[config.mk]
export PLATFORM = sky130hd
export DESIGN_NAME = pq_adc_accum_flat
export DESIGN_NICKNAME = d
export VERILOG_FILES = /design/src/hw/rtl/pq_adc_pkg.sv /design/src/hw/rtl/pq_adc_if.sv /design/src/hw/rtl/pq_adc_accum.sv /design/src/flat_wrapper.sv
export SDC_FILE = /design/constraint.sdc
export NUM_CORES = 1
export LEC_CHECK = 0
export ABC_AREA = 1
export BUFFER_PORTS_ARGS = -buffer_cell sky130_fd_sc_hd__buf_2
export CAP_MARGIN = 5
export CORE_MARGIN = 5
export CORE_UTILIZATION = 30
export CTS_CLUSTER_SIZE = 30
export DETAILED_ROUTE_END_ITERATION = 12
export REMOVE_ABC_BUFFERS = 1
export SYNTH_ARGS = -nofsm -noshare
export SYNTH_HDL_FRONTEND = slang
export SYNTH_SLANG_ARGS = --single-unit
export TNS_END_PERCENT = 50
[constraint.sdc]
create_clock -name clk -period 3.6 [get_ports clk]
set_input_delay 0.36 -clock clk [delete_from_list [all_inputs] [get_ports clk]]
set_output_delay 0.36 -clock clk [all_outputs]
set_load 0.01 [all_outputs]
[src/hw/rtl/pq_adc_pkg.sv]
// pq_adc_pkg: field widths, request codes and fsm states shared by the
// product-quantisation distance engine; no dependencies
`timescale 1ns / 1ps
`default_nettype none

package pq_adc_pkg;

    localparam int TYPE_W  = 2;
    localparam int CHUNK_W = 6;
    localparam int CENT_W  = 8;
    localparam int DIM_W   = 4;
    localparam int VALUE_W = 16;
    localparam int ENTRY_W = 32;
    localparam int DIST_W  = 38;

    localparam logic [ENTRY_W-1:0] ENTRY_MAX = '1;
    localparam logic [DIST_W-1:0]  DIST_MAX  = '1;

    // request kinds carried in req_type
    typedef enum logic [TYPE_W-1:0] {
        REQ_LOAD  = 2'd0,
        REQ_QUERY = 2'd1,
        REQ_CODE  = 2'd2
    } req_type_t;

    // centroid sweep sequencer
    typedef enum logic [1:0] {
        SW_IDLE,
        SW_SWEEP,
        SW_DRAIN
    } sweep_state_t;

endpackage

`default_nettype wire

[src/hw/rtl/pq_adc_if.sv]
// pq_adc_if: valid/ready channels for requests and distance results
// depends on pq_adc_pkg
`timescale 1ns / 1ps
`default_nettype none


interface pq_adc_rsp_if import pq_adc_pkg::*; ();
    logic              valid;
    logic              ready;
    logic [DIST_W-1:0] distance;

    modport source (output valid, distance, input ready);
    modport sink   (input valid, distance, output ready);
endinterface

`default_nettype wire

[src/hw/rtl/pq_adc_accum.sv]
// pq_adc_accum: distance accumulator and two-entry result queue
// depends on pq_adc_pkg and pq_adc_if
`timescale 1ns / 1ps
`default_nettype none

module pq_adc_accum import pq_adc_pkg::*; (
    input  wire logic               clk,
    input  wire logic               rst_n,
    input  wire logic               code_req,
    input  wire logic               code_hit,
    input  wire logic               code_last,
    input  wire logic [ENTRY_W-1:0] tbl_rdata,
    output logic                    can_take,
    pq_adc_rsp_if.source            rsp
);

    logic              c1_vld_reg, c1_hit_reg, c1_last_reg;
    logic [DIST_W-1:0] acc_reg;
    logic [DIST_W-1:0] q_data_reg [2];
    logic              q_head_reg;
    logic [1:0]        q_cnt_reg;

    logic [DIST_W:0]   sum;
    logic [DIST_W-1:0] acc_sat;
    logic              push, pop;
    logic [2:0]        occ;

    assign sum     = {1'b0, acc_reg} + (c1_hit_reg ? (DIST_W+1)'(tbl_rdata) : '0);
    assign acc_sat = sum[DIST_W] ? DIST_MAX : sum[DIST_W-1:0];

    assign push = c1_vld_reg && c1_last_reg;
    assign pop  = rsp.valid && rsp.ready;

    // room for a result from the next request, counting the one in flight
    assign occ      = {1'b0, q_cnt_reg} + {2'b00, push} - {2'b00, pop};
    assign can_take = (occ < 3'd2);

    assign rsp.valid    = (q_cnt_reg != 2'd0);
    assign rsp.distance = q_data_reg[q_head_reg];

    always_ff @(posedge clk or negedge rst_n)
    begin
        if (!rst_n)
        begin
            c1_vld_reg <= 1'b0;
            acc_reg    <= '0;
            q_head_reg <= 1'b0;
            q_cnt_reg  <= 2'd0;
        end
        else
        begin
            c1_vld_reg <= code_req;
            if (c1_vld_reg)
            begin
                acc_reg <= c1_last_reg ? '0 : acc_sat;
            end
            if (pop)
            begin
                q_head_reg <= ~q_head_reg;
            end
            q_cnt_reg <= occ[1:0];
        end
    end

    always_ff @(posedge clk)
    begin
        c1_hit_reg  <= code_hit;
        c1_last_reg <= code_last;
        if (push)
        begin
            q_data_reg[q_head_reg ^ q_cnt_reg[0]] <= acc_sat;
        end
    end

`ifndef SYNTHESIS
    a_no_overflow: assert property (@(posedge clk) disable iff (!rst_n)
        (push && !pop) |-> (q_cnt_reg != 2'd2))
        else $error("result queue overflow");
    a_clear_after_last: assert property (@(posedge clk) disable iff (!rst_n)
        push |=> (acc_reg == '0))
        else $error("accumulator not cleared after last code");
`endif

endmodule

`default_nettype wire

[src/flat_wrapper.sv]
// flat-port wrapper written by rule: the top's interface ports become plain ports
module pq_adc_accum_flat import pq_adc_pkg::*;
  (clk, rst_n, code_req, code_hit, code_last, tbl_rdata, can_take, rsp_valid, rsp_distance, rsp_ready);
  pq_adc_rsp_if rsp_i ();
  input  wire logic clk;
  input  wire logic rst_n;
  input  wire logic code_req;
  input  wire logic code_hit;
  input  wire logic code_last;
  input  wire logic [ENTRY_W-1:0] tbl_rdata;
  output logic can_take;
  output wire logic [$bits(rsp_i.valid)-1:0] rsp_valid;
  output wire logic [$bits(rsp_i.distance)-1:0] rsp_distance;
  input wire logic [$bits(rsp_i.ready)-1:0] rsp_ready;
  assign rsp_valid = rsp_i.valid;
  assign rsp_distance = rsp_i.distance;
  assign rsp_i.ready = rsp_ready;
  pq_adc_accum u_core (.clk(clk), .rst_n(rst_n), .code_req(code_req), .code_hit(code_hit), .code_last(code_last), .tbl_rdata(tbl_rdata), .can_take(can_take), .rsp(rsp_i));
endmodule
==> metrics.sh <==
POST_DRT_WL_PER_CELL_UM=14.0
GRT_START_MAX_NET_PINS=43
CTS_TREE='yes'
CRITICAL_PATH_PEAK_FANOUT=32
SETUP_VIOL=0
LEAK_PWR_nW=5.11
DRT_ITER0_MARKERS=444
POWER_W=0.00545
ROUTED.TOP_LAYER='met4'
CRITICAL_PATH_ARRIVAL_NS=3.03
WORST_PATH_MAX_DELAY_CELL='fa_1'
PLACEMENT_ROWS=59
TIMING_HOLD_VIOLATIONS_FINAL=0
LAYOUT.AREA.SEQ_UM2=3370
TOTALWIRELENGTH_UM=21000
TIMING.HOLD.WORST.CLASS='in2reg'
CLOCK_TREE.BUFFER_DEPTH=2
GLOBALROUTE.TOTALOVERFLOW=0
SYNTH.FF_LATCH_COUNT=120
DIE-AREA_UM2=29700
VIASPERCELL=4.39
YS_DOMINANT_REG_CELL='edfxtp_1'
CTSROOTBUFFERMASTER='clkbuf_16'
CRIT_PATH_START='u_core.c1_hit_reg$_DFF_P_'
CTS.CLK_SLEW.WORST_PATHS_NS=0.05
FINAL_LAYOUT_SIZE_SUFFIX_GT1_SHARE_PCT=13.8
IO_BUFFERS=77
FIN_UTIL_PCT=35.6
SYNTH_CELLS=1070
FINAL.MIN_CLOCK_PERIOD_NS=2.88
WORST_EP_REQUIRED_TIME_NS=3.75
FINALHOLDWORSTSLACK_NS=0.0373
SYNTH.MOST_COMMON_CELL='nand2_1'
LARGEST_REG_FLOPS=76
GRTUSAGETOTAL_PCT=14.8
ASYNC_FLOP_SHARE_PCT=35.0
IR_DROP_WORST_CASE_VDD_V=0.000440
CRITPATHTOPFAMILY='simple AND/OR/NAND/NOR gates'
FILLER_CELLS=2772
ROUTE.ANTENNA.REMAINING_NETS=0
OUTCOME='completed'
GP_CONGESTION=0.945
MAX_SLEW_MARGIN_PCT=29.3
MET2_WIRELENGTH_UM=9220
CORE_AREA_UM2=26000
DR_DRC_COUNT=0
DIE_W_UM=172
MET1_LENGTH_UM=10300
CRITICAL_PATH_BUF_INV_COUNT=4
MET3_WIRELENGTH_FROM_DETAILED_ROUTING_UM=1100
ANTENNA_CELLS_INSERTED=0
FLOW.AREA_GROWTH_FROM_SYNTHESIS_PCT=17.2
FIN_TNS_SETUP_NS=0
SLOWEST_DELAY_NS=0.45
CAP_VIOLATIONS=0
FINAL_NET_COUNT=1227
POWER_DENSITY_nW_PER_UM2=589
SYNTHESIS_WARNINGS=0
TIMING.CRITICAL_PATH.CELLS='buf_4 -> nand2_1 -> inv_1 -> ha_1 -> fa_1 -> nand2_1 -> nand3_1 -> nand2_1 -> nand3_2 -> nand2_2 -> nand2_4 -> inv_4 -> buf_12 -> nand3_1'
ANTENNA_FOUND_INITIAL=0
FMAXACHIEVABLE_MHz=347
TIMING_MAX_TRANSITION_VIOLATIONS_FINAL=0
NUM_IO_PINS=78
CTS_INSERTED_BUFFERS=17
FIRST_GLOBAL_VIAS=6446
DP_HPWL_UM=16100
SYNTHESIS.AREA_UM2=7900
HOLDCRITSTARTPOINT='code_last'
FLOORPLAN.INITIALDENSITY_PCT=30.4
TIMING.CLOCK.SKEW_NS=0.00849
AVGSYNTHCELLAREA_UM2=7.38
CTSHTREEMAXLEVEL=4
SETUP.WORST_PATH.END_CLASS='flip-flop'
MULTI_INPUT_COMB_AREA_UM2=3770
CLK-INSERTION-DELAY-LATE_NS=0.43
SYNTHDOMINANTCELLAREASHARE_PCT=28.9
LEADING_CELL_TYPES_BY_TOTAL_AREA_AFTER_SYNTHESIS='edfxtp_1 (29%), nand2_1 (23%), dfrtp_1 (13%), inv_1 (7.9%), ha_1 (5.4%)'
GRT_FIRST_PASS_WIRELENGTH_UM=33900
TYPE_OF_THE_WORST_SETUP_PATH='reg2reg'
CTS.REPAIR.RESIZED=0
NUM_VIAS=6580
SYNTH_EDF_COUNT=76
DRT-PASS1-ITER-COUNT=5
CRIT_PATH_START_KIND='flip-flop'
POST-SYNTH-TOP-AREA-CELL='edfxtp_1'
SYNTH_SEQUENTIAL_AREA_RATIO_PCT=42.7
LIST_OF_MOST_FREQUENT_POST_SYNTHESIS_CELLS='nand2_1 (493), inv_1 (167), edfxtp_1 (76)'
RSZ0062_AT_GRT='false'
R2R_START='u_core.c1_hit_reg$_DFF_P_'
TIMING.FINAL.CRIT_SHARE_PCT=80.1
POST_CTS_BUFFERS=0
CLOCK_SINK_COUNT=120
SYNTH.LIB_CELLS_USED.DISTINCT=37
FP.DIEH_UM=172
WORST-SLEW-PIN-TRANSITION_NS=1.06
CRIT_PATH_FREQUENT_CELL='nand2_1'
CTS-HOLD-FIX-BUFFERS=0
## placed cells by master (no fill, tap or decap), drive strengths merged, types with 2 or more instances in the layout
cell type    n
nor2        73
nand2      505
and2         2
dfxtp        2
nor3         6
nand3       54
xnor2        2
ha          34
edfxtp      76
a21oi       26
o21bai       5
fa           2
bufinv       3
o21ai        9
nand3b       3
xor2        18
clkbuf      20
dfrtp       42
buf         86
clkinv       8
inv        169
or2         17
## report_power, final
group	switching (W)	internal, W
combinational	0.00121	0.000619
sequential	0.0000908	0.00183
clock	0.000603	0.00111
## path summary, 6_finish.rpt
check	endpoint	slack, ns	cells after the start
max	u_core.q_data_reg[0][37]$_DFFE_PP_	0.72	14
min	u_core.c1_last_reg$_DFF_P_	0.04	1
max reg2reg	u_core.q_data_reg[0][37]$_DFFE_PP_	0.72	14
min reg2reg	u_core.acc_reg[2]$_DFFE_PN0P_	0.49	2
max in group asynchronous	u_core.acc_reg[36]$_DFFE_PN0P_	2.81	1
min in group asynchronous	u_core.q_cnt_reg[1]$_DFF_PN0_	0.12	1
## worst reg2reg max path: stages, from the launching register on
cell and delay (ns):
dfxtp_1 0.29, buf_4 0.25, nand2_1 0.10, inv_1 0.04, ha_1 0.21, fa_1 0.45
nand2_1 0.10, nand3_1 0.13, nand2_1 0.11, nand3_2 0.11, nand2_2 0.09, nand2_4 0.13
inv_4 0.16, buf_12 0.23, nand3_1 0.18
## metal layers
metal	vias up	global-route usage, %
met4	0	4.65
met5	-	0
met1	2969	20.6
met3	29	3.29
met2	154	23.0
li1	3428	-
## kinds of logic after synthesis
family | Yosys count | synth area share (%)
AND/OR/NAND/NOR | 662 | 36.6
buffers and inverters | 192 | 9.79
flip-flops | 120 | 42.7
AO/OA/AOI/OAI | 40 | 2.74
adder cells (fa/ha/maj) | 36 | 5.89
XOR/XNOR | 20 | 2.22
## cell type report
cell class	instances	area share (%)
clock buffers	20	4.94
inverters	170	6.92
clock inverters	11	1.41
flip-flops and latches	120	36.5
repair buffers	86	5.03
multi-input cells	758	40.7
well taps	335	4.53
## per-stage QoR
stage | std cells | worst slack, ns | instance area (µm²)
2_1_floorplan | 1048 | 0.409 | 7760
3_3_place_gp | 1469 | 0.818 | 8670
3_5_place_dp | 1469 | 0.697 | 8670
4_1_cts | 1500 | 0.697 | 9250
5_1_grt | 1500 | 0.439 | 9250
6_report | 1500 | 0.715 | 9250
Note: power is estimated with default switching activity, not from simulation.
